## config.mk

```make
export PLATFORM = sky130hd
export DESIGN_NAME = utilization_trend_predictor_top
export DESIGN_NICKNAME = d
export VERILOG_FILES = /design/src/rtl/core/utp_pkg.sv /design/src/rtl/core/utp_ram.sv /design/src/rtl/core/utp_trend.sv /design/src/rtl/core/utp_match.sv /design/src/rtl/core/utilization_trend_predictor_top.sv
export SDC_FILE = /design/constraint.sdc
export NUM_CORES = 2
export LEC_CHECK = 0
export ABC_AREA = 1
export BUFFER_PORTS_ARGS = -buffer_cell sky130_fd_sc_hd__buf_2
export CELL_PAD_IN_SITES_DETAIL_PLACEMENT = 0
export CELL_PAD_IN_SITES_GLOBAL_PLACEMENT = 1
export CORE_UTILIZATION = 56
export DETAILED_ROUTE_END_ITERATION = 7
export PLACE_DENSITY_LB_ADDON = 0.25
export SETUP_SLACK_MARGIN = 0.3
export SYNTH_ARGS = -nofsm -noshare
export SYNTH_HDL_FRONTEND = slang
export SYNTH_SLANG_ARGS = --single-unit
```

## constraint.sdc

```tcl
create_clock -name i_clk -period 13.4 [get_ports i_clk]
set_input_delay 2.68 -clock i_clk [delete_from_list [all_inputs] [get_ports i_clk]]
set_output_delay 2.68 -clock i_clk [all_outputs]
set_load 0.01 [all_outputs]
```

## src/rtl/core/utp_pkg.sv

```systemverilog
// ----------------------------------------------------------------------------
// utp_pkg
// Shared types, constants and helpers of the utilization trend predictor.
// ----------------------------------------------------------------------------
package utp_pkg;

    localparam int UTP_MAX_PATTERNS = 16;
    localparam int UTP_SIG_W        = 64;
    localparam int UTP_LVL_W        = 7;
    localparam int UTP_PRED_W       = 11;
    localparam int UTP_CFG_W        = 5;
    localparam int UTP_HAM_LIMIT    = 8;
    localparam int UTP_LVL_MAX      = 100;

    // Request operation codes.
    localparam logic UTP_OP_SAMPLE = 1'b0;
    localparam logic UTP_OP_WRITE  = 1'b1;

    typedef logic [UTP_LVL_W-1:0]         t_level;
    typedef logic signed [UTP_PRED_W-1:0] t_pred;

    localparam t_level UTP_DEFAULT_PRED = t_level'(50);

    // One pattern table entry as stored in the RAM.
    typedef struct packed {
        logic [UTP_SIG_W-1:0] sig_hi;
        logic [UTP_SIG_W-1:0] sig_lo;
        t_level               weight;
        t_level               target;
    } t_entry;

    localparam int UTP_ENTRY_W = $bits(t_entry);

    // Compare stage result of the pattern search.
    typedef struct packed {
        logic   valid;
        logic   hit;
        logic   last;
        t_level weight;
        t_level target;
    } t_match_st;

    // Clamp a signed prediction to 0..100.
    function automatic t_level clamp_level(input t_pred p);
        t_level r;
        if (p[UTP_PRED_W-1]) begin
            r = '0;
        end else if (p[UTP_PRED_W-2:0] > (UTP_PRED_W-1)'(UTP_LVL_MAX)) begin
            r = t_level'(UTP_LVL_MAX);
        end else begin
            r = p[UTP_LVL_W-1:0];
        end
        return r;
    endfunction

endpackage

```

## src/rtl/core/utp_ram.sv

```systemverilog
// ----------------------------------------------------------------------------
// utp_ram
// Generic single-clock RAM, one write port, one read port, registered read.
// ----------------------------------------------------------------------------
module utp_ram #(
    parameter int WIDTH = 8,
    parameter int DEPTH = 16,
    parameter int AW    = (DEPTH > 1) ? $clog2(DEPTH) : 1
) (
    input  logic             i_clk,
    input  logic             i_we,
    input  logic [AW-1:0]    i_waddr,
    input  logic [WIDTH-1:0] i_wdata,
    input  logic             i_re,
    input  logic [AW-1:0]    i_raddr,
    output logic [WIDTH-1:0] o_rdata
);

    logic [WIDTH-1:0] r_mem [DEPTH];
    logic [WIDTH-1:0] r_rdata;

    always_ff @(posedge i_clk) begin
        if (i_we) begin
            r_mem[i_waddr] <= i_wdata;
        end
        if (i_re) begin
            r_rdata <= r_mem[i_raddr];
        end
    end

    assign o_rdata = r_rdata;

endmodule

```

## src/rtl/core/utp_trend.sv

```systemverilog
// ----------------------------------------------------------------------------
// utp_trend
// Sample history, two-stage trend prediction and signature build.
// ----------------------------------------------------------------------------
module utp_trend (
    input  logic                          i_clk,
    input  logic                          i_rst_n,
    input  logic                          i_load,
    input  logic [6:0]                    i_util_percent,
    input  logic [15:0]                   i_irq_count,
    input  logic [6:0]                    i_iowait_percent,
    input  logic [15:0]                   i_runnable_tasks,
    output utp_pkg::t_pred                o_pred,
    output logic [utp_pkg::UTP_SIG_W-1:0] o_sig_lo,
    output logic [utp_pkg::UTP_SIG_W-1:0] o_sig_hi,
    output logic                          o_full
);

    localparam logic [7:0] SIG_BIAS  = 8'd100;
    localparam logic [2:0] FULL_CNT  = 3'd5;

    logic [6:0]  r_u   [4];
    logic [15:0] r_irq [3];
    logic [6:0]  r_iow [3];
    logic [7:0]  r_tb;
    logic [2:0]  r_cnt;

    // stage 1
    logic signed [7:0] t1, t2, t3;
    logic signed [9:0] n3;
    logic [8:0]        a3;
    logic signed [8:0] a4;
    logic [7:0]        abs4, q4u;
    logic signed [16:0] di1, di2;
    logic [15:0]       ad1, ad2;
    logic [7:0]        dw1, dw2;

    logic [16:0] r_p3;
    logic        r_n3neg;
    logic [7:0]  r_q4;
    logic [31:0] r_pd1, r_pd2;
    logic        r_d1neg, r_d2neg;
    logic [7:0]  r_b0, r_b1, r_b4, r_b5;

    // stage 2
    logic [7:0]  q3, q10a, q10b, b2, b3;
    logic [10:0] sq3, pred_w;

    utp_pkg::t_pred              r_pred;
    logic [utp_pkg::UTP_SIG_W-1:0] r_slo, r_shi;

    always_ff @(posedge i_clk) begin
        if (!i_rst_n) begin
            for (int k = 0; k < 4; k++) r_u[k] <= '0;
            for (int k = 0; k < 3; k++) begin
                r_irq[k] <= '0;
                r_iow[k] <= '0;
            end
            r_tb  <= '0;
            r_cnt <= '0;
        end else if (i_load) begin
            r_u[3]   <= r_u[2];
            r_u[2]   <= r_u[1];
            r_u[1]   <= r_u[0];
            r_u[0]   <= i_util_percent;
            r_irq[2] <= r_irq[1];
            r_irq[1] <= r_irq[0];
            r_irq[0] <= i_irq_count;
            r_iow[2] <= r_iow[1];
            r_iow[1] <= r_iow[0];
            r_iow[0] <= i_iowait_percent;
            r_tb     <= i_runnable_tasks[7:0];
            if (r_cnt < FULL_CNT) begin
                r_cnt <= r_cnt + 3'd1;
            end
        end
    end

    always_comb begin
        t1   = $signed({1'b0, r_u[0]}) - $signed({1'b0, r_u[1]});
        t2   = $signed({1'b0, r_u[1]}) - $signed({1'b0, r_u[2]});
        t3   = $signed({1'b0, r_u[2]}) - $signed({1'b0, r_u[3]});
        n3   = (10'(t1) <<< 1) + 10'(t2);
        a3   = n3[9] ? 9'(-n3) : n3[8:0];
        a4   = 9'(t1) - 9'(t3);
        abs4 = a4[8] ? 8'(-a4) : a4[7:0];
        q4u  = abs4 >> 2;
        di1  = $signed({1'b0, r_irq[0]}) - $signed({1'b0, r_irq[1]});
        di2  = $signed({1'b0, r_irq[1]}) - $signed({1'b0, r_irq[2]});
        ad1  = di1[16] ? 16'(-di1) : di1[15:0];
        ad2  = di2[16] ? 16'(-di2) : di2[15:0];
        dw1  = 8'({1'b0, r_iow[0]}) - 8'({1'b0, r_iow[1]});
        dw2  = 8'({1'b0, r_iow[1]}) - 8'({1'b0, r_iow[2]});
    end

    // Divide by 3 and by 10 through reciprocal multiplies on magnitudes.
    always_ff @(posedge i_clk) begin
        r_p3    <= 17'(a3) * 17'd171;
        r_n3neg <= n3[9];
        r_q4    <= a4[8] ? (8'd0 - q4u) : q4u;
        r_pd1   <= 32'(ad1) * 32'd52429;
        r_pd2   <= 32'(ad2) * 32'd52429;
        r_d1neg <= di1[16];
        r_d2neg <= di2[16];
        r_b0    <= 8'(t1) + SIG_BIAS;
        r_b1    <= 8'(t2) + SIG_BIAS;
        r_b4    <= dw1 + SIG_BIAS;
        r_b5    <= dw2 + SIG_BIAS;
    end

    always_comb begin
        q3     = 8'(r_p3 >> 9);
        sq3    = r_n3neg ? (11'd0 - 11'(q3)) : 11'(q3);
        pred_w = 11'(r_u[0]) + sq3 + {{3{r_q4[7]}}, r_q4};
        q10a   = r_pd1[26:19];
        q10b   = r_pd2[26:19];
        b2     = (r_d1neg ? (8'd0 - q10a) : q10a) + SIG_BIAS;
        b3     = (r_d2neg ? (8'd0 - q10b) : q10b) + SIG_BIAS;
    end

    always_ff @(posedge i_clk) begin
        r_pred <= utp_pkg::t_pred'(pred_w);
        r_slo  <= {{1'b0, r_iow[0]}, {1'b0, r_u[0]}, r_b5, r_b4, b3, b2, r_b1, r_b0};
        r_shi  <= {56'd0, r_tb};
    end

    assign o_pred   = r_pred;
    assign o_sig_lo = r_slo;
    assign o_sig_hi = r_shi;
    assign o_full   = (r_cnt == FULL_CNT);

endmodule

```

## src/rtl/core/utp_match.sv

```systemverilog
// ----------------------------------------------------------------------------
// utp_match
// Hamming distance check of one pattern entry per cycle, with the group counts registered.
// ----------------------------------------------------------------------------
module utp_match (
    input  logic                            i_clk,
    input  logic                            i_rst_n,
    input  logic                            i_flush,
    input  logic                            i_valid,
    input  logic                            i_last,
    input  logic [utp_pkg::UTP_ENTRY_W-1:0] i_rd_data,
    input  logic [utp_pkg::UTP_SIG_W-1:0]   i_sig_lo,
    input  logic [utp_pkg::UTP_SIG_W-1:0]   i_sig_hi,
    output utp_pkg::t_match_st              o_st
);

    function automatic logic [3:0] popcnt8(input logic [7:0] b);
        logic [3:0] n;
        n = '0;
        for (int k = 0; k < 8; k++) begin
            n = n + 4'(b[k]);
        end
        return n;
    endfunction

    utp_pkg::t_entry entry;
    logic [127:0]    diff;
    logic [5:0]      grp [4];

    logic [5:0]      r_grp [4];
    logic            r_valid;
    logic            r_last;
    utp_pkg::t_level r_weight, r_target;
    logic [7:0]      total;

    always_comb begin
        entry = utp_pkg::t_entry'(i_rd_data);
        diff  = {entry.sig_hi ^ i_sig_hi, entry.sig_lo ^ i_sig_lo};
        for (int g = 0; g < 4; g++) begin
            grp[g] = '0;
            for (int j = 0; j < 4; j++) begin
                grp[g] = grp[g] + 6'(popcnt8(diff[(4*g+j)*8 +: 8]));
            end
        end
    end

    always_ff @(posedge i_clk) begin
        if (!i_rst_n) begin
            r_valid <= 1'b0;
        end else begin
            r_valid <= i_valid & ~i_flush;
        end
    end

    always_ff @(posedge i_clk) begin
        for (int g = 0; g < 4; g++) r_grp[g] <= grp[g];
        r_last   <= i_last;
        r_weight <= entry.weight;
        r_target <= entry.target;
    end

    assign total = 8'(r_grp[0]) + 8'(r_grp[1]) + 8'(r_grp[2]) + 8'(r_grp[3]);

    assign o_st.valid  = r_valid;
    assign o_st.hit    = (total < 8'(utp_pkg::UTP_HAM_LIMIT));
    assign o_st.last   = r_last;
    assign o_st.weight = r_weight;
    assign o_st.target = r_target;

endmodule

```

## src/rtl/core/utilization_trend_predictor_top.sv

```systemverilog
// ----------------------------------------------------------------------------
// utilization_trend_predictor_top
// Trend based utilization predictor with a pattern table nudge.
//
//   channel   direction  handshake            payload
//   request   in         i_valid / o_ready    i_op .. i_target_level
//   result    out        o_valid / i_ready    o_predicted_util, o_pattern_hit
//   config    in         i_cfg_we             i_cfg_data (patterns_in_use)
//
// A write request returns nothing. A sample request steps S_T1, S_T2, S_DEC;
// with a short history or no slots in use it goes on to S_EMIT, else it reads
// the slots in order (one read a cycle, match result behind r_v1 and the match
// register) up to the first hit or the last slot in use, then on a hit runs
// S_MUL1, S_MUL2 and S_ADJ to multiply and adjust. Reset clears history and
// control; the pattern table holds no reset and no clearing pass runs. A stalled
// result sits in the output register while the next request is already taken.
// ----------------------------------------------------------------------------
module utilization_trend_predictor_top #(
    parameter int MAX_PATTERNS = utp_pkg::UTP_MAX_PATTERNS
) (
    input  logic        i_clk,
    input  logic        i_rst_n,
    input  logic        i_valid,
    output logic        o_ready,
    input  logic        i_op,
    input  logic [6:0]  i_util_percent,
    input  logic [15:0] i_irq_count,
    input  logic [6:0]  i_iowait_percent,
    input  logic [15:0] i_runnable_tasks,
    input  logic [3:0]  i_pattern_slot,
    input  logic [63:0] i_signature_low,
    input  logic [63:0] i_signature_high,
    input  logic [6:0]  i_weight_percent,
    input  logic [6:0]  i_target_level,
    output logic        o_valid,
    input  logic        i_ready,
    output logic [6:0]  o_predicted_util,
    output logic        o_pattern_hit,
    input  logic        i_cfg_we,
    input  logic [4:0]  i_cfg_data
);

    localparam int AW   = (MAX_PATTERNS > 1) ? $clog2(MAX_PATTERNS) : 1;
    localparam int CW   = $clog2(MAX_PATTERNS + 1);
    localparam int CMPW = (CW > utp_pkg::UTP_CFG_W) ? CW : utp_pkg::UTP_CFG_W;

    localparam logic [3:0] S_IDLE = 4'd0;
    localparam logic [3:0] S_T1   = 4'd1;
    localparam logic [3:0] S_T2   = 4'd2;
    localparam logic [3:0] S_DEC  = 4'd3;
    localparam logic [3:0] S_SRCH = 4'd4;
    localparam logic [3:0] S_MUL1 = 4'd5;
    localparam logic [3:0] S_MUL2 = 4'd6;
    localparam logic [3:0] S_ADJ  = 4'd7;
    localparam logic [3:0] S_EMIT = 4'd8;

    logic [3:0] r_state, n_state;
    logic [4:0] r_cfg;

    logic req_acc, sample_acc, wr_acc;
    logic [CMPW-1:0] slot_ext, cfg_ext, limit_w;
    logic [CW-1:0]   limit;

    utp_pkg::t_entry wr_entry;
    logic [utp_pkg::UTP_ENTRY_W-1:0] rd_data;

    utp_pkg::t_pred              pred;
    logic [utp_pkg::UTP_SIG_W-1:0] sig_lo, sig_hi;
    logic                        full;

    logic [CW-1:0] r_rd_idx, n_rd_idx;
    logic          r_v1, n_v1;
    logic          r_last1, n_last1;
    logic          issue, leave;
    utp_pkg::t_match_st st;

    utp_pkg::t_level r_w, n_w, r_t, n_t;
    logic signed [17:0] r_prod, n_prod;
    logic signed [17:0] adj18, w18;
    logic [16:0]        aprod;
    logic [29:0]        r_qp, n_qp;
    logic               r_neg, n_neg;
    logic [9:0]         qadj;
    logic [10:0]        delta;
    utp_pkg::t_pred     newp;

    utp_pkg::t_level r_res_pred, n_res_pred;
    logic            r_res_hit, n_res_hit;
    logic            r_ovalid, n_ovalid;
    utp_pkg::t_level r_opred, n_opred;
    logic            r_ohit, n_ohit;

    assign o_ready    = (r_state == S_IDLE);
    assign req_acc    = i_valid & o_ready;
    assign sample_acc = req_acc & (i_op == utp_pkg::UTP_OP_SAMPLE);
    assign slot_ext   = CMPW'(i_pattern_slot);
    assign wr_acc     = req_acc & (i_op == utp_pkg::UTP_OP_WRITE) &
                        (slot_ext < CMPW'(MAX_PATTERNS));

    assign cfg_ext = CMPW'(r_cfg);
    assign limit_w = (cfg_ext > CMPW'(MAX_PATTERNS)) ? CMPW'(MAX_PATTERNS) : cfg_ext;
    assign limit   = limit_w[CW-1:0];

    assign wr_entry.sig_hi = i_signature_high;
    assign wr_entry.sig_lo = i_signature_low;
    assign wr_entry.weight = i_weight_percent;
    assign wr_entry.target = i_target_level;

    always_ff @(posedge i_clk) begin
        if (!i_rst_n) begin
            r_cfg <= '0;
        end else if (i_cfg_we) begin
            r_cfg <= i_cfg_data;
        end
    end

    utp_ram #(
        .WIDTH (utp_pkg::UTP_ENTRY_W),
        .DEPTH (MAX_PATTERNS),
        .AW    (AW)
    ) u_ram (
        .i_clk   (i_clk),
        .i_we    (wr_acc),
        .i_waddr (slot_ext[AW-1:0]),
        .i_wdata (wr_entry),
        .i_re    (issue),
        .i_raddr (r_rd_idx[AW-1:0]),
        .o_rdata (rd_data)
    );

    utp_trend u_trend (
        .i_clk            (i_clk),
        .i_rst_n          (i_rst_n),
        .i_load           (sample_acc),
        .i_util_percent   (i_util_percent),
        .i_irq_count      (i_irq_count),
        .i_iowait_percent (i_iowait_percent),
        .i_runnable_tasks (i_runnable_tasks),
        .o_pred           (pred),
        .o_sig_lo         (sig_lo),
        .o_sig_hi         (sig_hi),
        .o_full           (full)
    );

    utp_match u_match (
        .i_clk     (i_clk),
        .i_rst_n   (i_rst_n),
        .i_flush   (leave),
        .i_valid   (r_v1),
        .i_last    (r_last1),
        .i_rd_data (rd_data),
        .i_sig_lo  (sig_lo),
        .i_sig_hi  (sig_hi),
        .o_st      (st)
    );

    // Stop the search at the first hit or after the last slot.
    assign leave = (r_state == S_SRCH) & st.valid & (st.hit | st.last);
    assign issue = (r_state == S_SRCH) & (r_rd_idx < limit) & ~leave;

    always_comb begin
        adj18 = 18'($signed({4'd0, r_t})) - 18'(pred);
        w18   = $signed({11'd0, r_w});
        aprod = r_prod[17] ? 17'(-r_prod) : r_prod[16:0];
        qadj  = r_qp[28:19];
        delta = r_neg ? (11'd0 - 11'(qadj)) : 11'(qadj);
        newp  = utp_pkg::t_pred'(11'(pred) + delta);
    end

    always_comb begin
        n_state    = r_state;
        n_rd_idx   = r_rd_idx;
        n_v1       = 1'b0;
        n_last1    = r_last1;
        n_w        = r_w;
        n_t        = r_t;
        n_prod     = r_prod;
        n_qp       = r_qp;
        n_neg      = r_neg;
        n_res_pred = r_res_pred;
        n_res_hit  = r_res_hit;
        n_ovalid   = r_ovalid & ~i_ready;
        n_opred    = r_opred;
        n_ohit     = r_ohit;

        case (r_state)
            S_IDLE: begin
                if (sample_acc) begin
                    n_state = S_T1;
                end
            end
            S_T1: n_state = S_T2;
            S_T2: n_state = S_DEC;
            S_DEC: begin
                n_rd_idx = '0;
                if (!full) begin
                    n_res_pred = utp_pkg::UTP_DEFAULT_PRED;
                    n_res_hit  = 1'b0;
                    n_state    = S_EMIT;
                end else if (limit == '0) begin
                    n_res_pred = utp_pkg::clamp_level(pred);
                    n_res_hit  = 1'b0;
                    n_state    = S_EMIT;
                end else begin
                    n_state = S_SRCH;
                end
            end
            S_SRCH: begin
                if (issue) begin
                    n_rd_idx = r_rd_idx + CW'(1);
                    n_v1     = 1'b1;
                    n_last1  = (r_rd_idx == limit - CW'(1));
                end
                if (leave) begin
                    if (st.hit) begin
                        n_w     = st.weight;
                        n_t     = st.target;
                        n_state = S_MUL1;
                    end else begin
                        n_res_pred = utp_pkg::clamp_level(pred);
                        n_res_hit  = 1'b0;
                        n_state    = S_EMIT;
                    end
                end
            end
            S_MUL1: begin
                n_prod  = adj18 * w18;
                n_state = S_MUL2;
            end
            S_MUL2: begin
                // divide by 100 as a reciprocal multiply on the magnitude
                n_neg   = r_prod[17];
                n_qp    = 30'(aprod) * 30'd5243;
                n_state = S_ADJ;
            end
            S_ADJ: begin
                n_res_pred = utp_pkg::clamp_level(newp);
                n_res_hit  = 1'b1;
                n_state    = S_EMIT;
            end
            S_EMIT: begin
                if (!r_ovalid || i_ready) begin
                    n_ovalid = 1'b1;
                    n_opred  = r_res_pred;
                    n_ohit   = r_res_hit;
                    n_state  = S_IDLE;
                end
            end
            default: n_state = S_IDLE;
        endcase
    end

    always_ff @(posedge i_clk) begin
        if (!i_rst_n) begin
            r_state  <= S_IDLE;
            r_v1     <= 1'b0;
            r_ovalid <= 1'b0;
            r_rd_idx <= '0;
        end else begin
            r_state  <= n_state;
            r_v1     <= n_v1;
            r_ovalid <= n_ovalid;
            r_rd_idx <= n_rd_idx;
        end
    end

    always_ff @(posedge i_clk) begin
        r_last1    <= n_last1;
        r_w        <= n_w;
        r_t        <= n_t;
        r_prod     <= n_prod;
        r_qp       <= n_qp;
        r_neg      <= n_neg;
        r_res_pred <= n_res_pred;
        r_res_hit  <= n_res_hit;
        r_opred    <= n_opred;
        r_ohit     <= n_ohit;
    end

    assign o_valid          = r_ovalid;
    assign o_predicted_util = r_opred;
    assign o_pattern_hit    = r_ohit;

    a_sample_starts: assert property (@(posedge i_clk) disable iff (!i_rst_n)
        sample_acc |=> (r_state == S_T1))
        else $error("sample request did not start the trend stages");

    a_match_in_search: assert property (@(posedge i_clk) disable iff (!i_rst_n)
        st.valid |-> (r_state == S_SRCH))
        else $error("match result outside the search");

    a_hit_needs_history: assert property (@(posedge i_clk) disable iff (!i_rst_n)
        (o_valid && o_pattern_hit) |-> full)
        else $error("pattern hit with short history");

    a_short_history: assert property (@(posedge i_clk) disable iff (!i_rst_n)
        (o_valid && !full) |-> (o_predicted_util == utp_pkg::UTP_DEFAULT_PRED))
        else $error("short history must predict the default level");

    a_range: assert property (@(posedge i_clk) disable iff (!i_rst_n)
        o_valid |-> (o_predicted_util <= 7'(utp_pkg::UTP_LVL_MAX)))
        else $error("prediction out of range");

endmodule

```

# == Yosys cells after proc, flatten, opt, wreduce, memory -nomap -nowiden ==
# Memory sizes are Yosys's and may differ from the RTL's. A register that Yosys moved wholly into a read port is not among the register bits.
# Index checks and enable logic that the tools add are counted.
# word_totals
ramBits,2393
regBits,316
input_bits,203
elab_cells,321
memories,5
out_inout_bits,10
# mem_list
memory,words,width,read_ports,rd_ports_with_merged_regs,write_ports,line_no,source
u_ram.r_mem,16,142,1,1,1,utp_ram.sv:19,logic [WIDTH-1:0] r_mem [DEPTH];
u_trend.r_irq,3,16,3,0,3,utp_trend.sv:23,logic [15:0] r_irq [3];
u_trend.r_u,4,7,4,0,4,utp_trend.sv:22,logic [6:0] r_u [4];
u_match.r_grp,4,6,4,0,4,utp_match.sv:30,logic [5:0] r_grp [4];
u_trend.r_iow,3,7,3,0,3,utp_trend.sv:24,logic [6:0] r_iow [3];
# op_classes
mux,53
n_lt_le_gt_ge,7
multipliers,5
n_addsub,159
bitwise,26
n_reduce_logical,14
n_eq_ne,16
# ops
cell,n
adder 4 x 1 -> 4 bit,96
two-way mux 7 bit,15
two-way mux 16 bit,5
bitwise XOR 64 x 63 -> 64 bit,1
bitwise XOR 64 x 8 -> 64 bit,1
"multiplier 16 x 16 -> 27 bit, second input constant",2
adder 6 x 4 -> 6 bit,8
"adder 8 x 7 -> 8 bit, second input constant",6
subtractor 7 x 7 -> 8 bit,5
one-hot mux 4 bit (9 select lines),1
subtractor 16 x 16 -> 17 bit,2
adder 1 x 1 -> 2 bit,16
negator 16 bit,2
"multiplier 17 x 13 -> 29 bit, second input constant",1
two-way mux 4 bit,6
two-way mux 8 bit,3
adder 11 bit,2
two-way mux 11 bit,2
one-hot mux 7 bit (3 select lines),1
adder 4 x 4 -> 5 bit,4
"greater-than comparator 10 x 8 -> 1 bit, second input constant",2
multiplier 12 x 8 -> 18 bit,1
"multiplier 9 x 8 -> 17 bit, second input constant",1
two-way mux 17 bit,1
other kinds (48),96

# == Depth between registers and ports, before layout ==
# depth
ltp_word,11
mapped_depth,42
depth_no_buf,41

# == Hierarchy ==
# A second synthesis with hierarchy kept.
# hier_totals
cells_unflattened,13689
area_unflattened_um2,141351.8
# modules_own_cells
mod,area_per_inst_um2,instances,cells_per_inst,seq_area_each_um2
utp_ram,98602.1,1,8628,72489.5
utp_trend,23988.0,1,2856,6075.8
utilization_trend_predictor_top,12338.1,1,1535,2122.0
utp_match,6423.7,1,670,800.8

# == Least setup slack after synthesis ==
# No wires, ideal clock.
# synth_path
path_kind,input to register
start,input port i_valid
end,"memory u_ram.r_mem[0][0] in the netlist's numbering, enable pin"
setup_slack_ps,3723
arrival_time_ps,9031
required_ps,12754
n_path_buf,0
setup_time_ps,646
path_stages,4
path_cell_list,nand2_1 > nor2_1 > nand3_1 > nor2_1
# synth_via
elab_chain_cells,5
# synth_rtl
element,line_no,source
from (decl),utilization_trend_predictor_top.sv:23,"input logic i_valid,"
AND 1 bit,utilization_trend_predictor_top.sv:94,assign req_acc = i_valid & o_ready;
AND 1 bit (2 in a row),utilization_trend_predictor_top.sv:97,assign wr_acc = req_acc & (i_op == utp_pkg::UTP_OP_WRITE) &
two-way mux 1 bit,utp_ram.sv:23,if (i_we) begin
two-way mux 1 bit (not written as such),utp_ram.sv:24,r_mem[i_waddr] <= i_wdata;
to (decl),utp_ram.sv:19,
# Every way passes these cells.

==> results.md <==
* First-pass GRT wire length at 492,600 um
* Area of the placeable core at 235,400 um2
* Shortest clock period the worst path allows after layout at 7641 ps
* Layout cells sized above 1 at under 10%
* Worst min-delay path class: register to register
* Max capacitance violation total at 0
* Number of iterations in the first detailed-routing pass at 6
* Reg2Reg Setup Slack at 5760 ps
* Buf/Inv on CP at 10
* Critical Path Fanout Max at 16
* GPL Wtd Cong at 0.8892
* Largest net degree at the start of global routing at 258
* Final count of hold timing violations at 0
* Critical R2R Capture: u_trend.r_pd2[26]$_DFF_P_
* Worst-Margin Slew at 1375 ps
* Hold Path Sink: u_trend.o_sig_lo[14]$_DFF_P_
* Height of the die at roughly 500 um
* FP Rows at 178
* Worst hold start: u_trend.r_b1[6]$_DFF_P_
* Outcome: finished, final reports clean
* Most common cell after layout, fill and taps aside: edfxtp_1
* Data arrival time of the critical path at 8430 ps
* Cell variety after synth at 59
* Most frequent cells in the layout: edfxtp_1, nor2_1, inv_1, nand2_1, o21ai_0
* Delay of the slowest critical-path stage at slightly below 700 ps
* Die Span X at 488.9 um
* Global routing usage on met3 at 3.916%
* Met2 Track Usage GR at 45.02%
* Number of placed I/O pins at 213
* Max H-tree Level at 5
* Number of storage elements in the synthesis netlist at 2,785
* Hold-fix buffer count after cts at 0
* Total overflow reported by the global router at 0
* Fmax achieved at ~130 MHz
* Gate Count Post-Synth at 10.82k
* Clock tree from TritonCTS: done
* Post-synthesis async set-or-reset flop share at 0%
* Antenna violations before repair at 83
* Clock Tree Root: clkbuf_16
* Number of cells traversed by the worst register-to-register path at 35
* Syn. warnings at 0
* Post-Synthesis Net Count at 12.07k
* Post-CTS setup buffers at 0
* Net count reported at finish at roughly 12k
* Number of flops mapped to enable cells by yosys at 2,571
* Synthesized cell area at 132,800 um2
* Most utilized layer in the global route result: met2
* Fill cell count at 17.97k
* Average via count per standard cell at ~5.8
* TritonCTS sink count at 2,785
* Post-cts gate resize count at 0
* Via count of the first global-routing pass at around 82k
* Critical setup path kind: register to register
* Cells on Worst Hold Path at 0
* Max transition margin at 8.305%
* Vias after detailed routing at 83.45k
* Antenna-violating nets left at 0
* Average wire per cell in the routed design at 22.77 um
* IO buf count at 204
* Total negative setup slack at 0 ps
* Setup skew after layout at 77.63 ps
* Maximum buffer depth of the clock tree at 4
* Wire length reported by the detailed router at 327,100 um
* DP Wirelength at 190,100 um
* Biggest area contributors in the synthesized netlist: edfxtp_1, fa_1, ha_1
* Clk slew on worst S/H paths at 60 ps
* Ratio of final minimum period to clock period at between 50% and 60%
* Fraction of the core area covered by cells at the end of the flow at 62.28%
* Crit. End Element: register
* Clock network latency to the later pin of the worst-skew pair at between 900 and 1000 ps
* Max stage delay cell, worst path: o21ai_0
* Area fraction of the dominant cell type after synthesis at just under 60%
* Endpoints failing setup at 0
* Setup repair after global routing missed its margin: no
* Signed area change from the synthesized netlist to the final layout at 10.44%
* Main flop type after synthesis: edfxtp_1
* Die footprint at 239,000 um2
* Number of pins exceeding their max-slew limit in the final report at 0
* Share of the yosys chip area belonging to registers at slightly above 60%
* Initial core utilization at a little under three fifths
* Number of violations reported at the end of detailed-routing iteration 0 at 7,918
* Critical register-to-register path startpoint: u_trend.r_irq[0][17]$_SDFFCE_PN0P_
* Global-route track usage on met1 at 37.30%
* Startpoint kind of the worst setup timing path: register
* Detailed-route DRC error count at 0
* Cell family with the largest share of critical-path delay: adder cells
* Required time of the worst setup path at 14,190 ps
* Cell type with the largest total area after synthesis: edfxtp_1
* Number of buffers inserted during clock tree synthesis at 303
* Total routing resource utilization after global routing at a little over a quarter
* Mean instance size in the synthesized netlist at 12.27 um2
cells by family (layout without fill, tap and decap cells):
family / count (synthesis) / count (layout) / synth area share [%]
xor+xnor: 321 / 321 / 2.135
compound gates: 1609 / 1609 / 7.959
buf+inv: 1732 / 2094 / 5.002
fa+ha+maj: 1052 / 1052 / 12.33
flops: 2785 / 2785 / 61.38
mux: 235 / 235 / 1.772
simple gates: 3083 / 3083 / 9.419
other cells: 0 / 35 / 0
flip-flops by register name (all words and copies together), names as in the netlist, 11 cells and up:
name and cells:
u_ram.o_rdata 142, u_trend.r_iow 21, u_ram.r_mem 2272, u_trend.o_pred 11, u_trend.r_irq 48, u_match.r_grp 24
u_trend.o_sig_lo 62, u_trend.r_u 28, r_prod 18
per-stage QoR:
stage                     cells  hold slack, ps  cell area, um2  setup slack [ps]
after floorplan           10820           309.6          132800              3723
after global placement    13810           314.7          137000              5724
after detailed placement  13810           312.1          137000              5687
after CTS                 14330           302.5          146500              5670
after global routing      14360           311.9          146600              5152
final                     14360           294.8          146600              5759
cell type report:
class                           count  area (um2)  share of cell area, %
Clock inverter                    148        1476                  1.007
Inverter                         1277        4821                  3.288
Clock buffer                      375        8092                  5.519
Antenna cell                       35       87.58                0.05974
Sequential cell                  2785       81500                  55.59
Timing Repair Buffer              294        1909                  1.302
Tap cell                         3150        3941                  2.688
Multi-Input combinational cell   6300       44780                  30.54
worst max-delay path by stage:
stage / start / cells past startpoint / slack [ps] / endpoint
3_3_place_gp: u_trend.r_irq[0][17]$_SDFFCE_PN0P_ / 35 / 5720 / u_trend.r_pd2[26]$_DFF_P_
6_report: u_trend.r_irq[0][17]$_SDFFCE_PN0P_ / 35 / 5760 / u_trend.r_pd2[26]$_DFF_P_
2_1_floorplan: i_valid / 4 / 3720 / u_ram.r_mem[0][0]$_DFFE_PP_
5_1_grt: u_trend.r_irq[0][17]$_SDFFCE_PN0P_ / 35 / 5150 / u_trend.r_pd2[26]$_DFF_P_
3_5_place_dp: u_trend.r_irq[0][16]$_SDFFCE_PN0P_ / 36 / 5690 / u_trend.r_pd2[26]$_DFF_P_
4_1_cts: u_trend.r_irq[0][17]$_SDFFCE_PN0P_ / 35 / 5670 / u_trend.r_pd2[26]$_DFF_P_
worst reg2reg max path, delay by kind of cell (launching register included):
family / cells / cell delay [ps]
AND/OR/NAND/NOR: 16 / 1720
AO/OA/AOI/OAI: 1 / 690
adder cells (fa/ha/maj): 8 / 3750
buffers and inverters: 10 / 950
flip-flops: 1 / 450
routing by layer:
metal / share of wire (%) / vias to the layer above
met3: 7.1 / 595
met2: 48 / 2897
li1: - / 38290
met1: 42 / 41630
met5: 0.077 / -
met4: 2.8 / 38
synthesized netlist by cell type, types with 15 or more instances:
| cell | number |
|---|---|
| o21ai_0 | 682 |
| a21o_1 | 20 |
| ha_1 | 625 |
| nand2_2 | 25 |
| nor2_1 | 1601 |
| edfxtp_1 | 2571 |
| o221ai_1 | 236 |
| buf_1 | 31 |
| o211ai_1 | 54 |
| xnor2_1 | 122 |
| nand3_1 | 379 |
| clkbuf_1 | 317 |
| dfxtp_1 | 214 |
| inv_1 | 1262 |
| xor2_1 | 196 |
| o32ai_1 | 334 |
| nand3b_1 | 15 |
| nor3_1 | 43 |
| nand2_1 | 939 |
| mux2i_1 | 235 |
| fa_1 | 427 |
| nand4_1 | 22 |
| a21oi_1 | 201 |
| buf_2 | 105 |
Power is left out: the tool's default activity adds up to more than one toggle a clock period on the data nets, which glitch-free logic cannot reach.
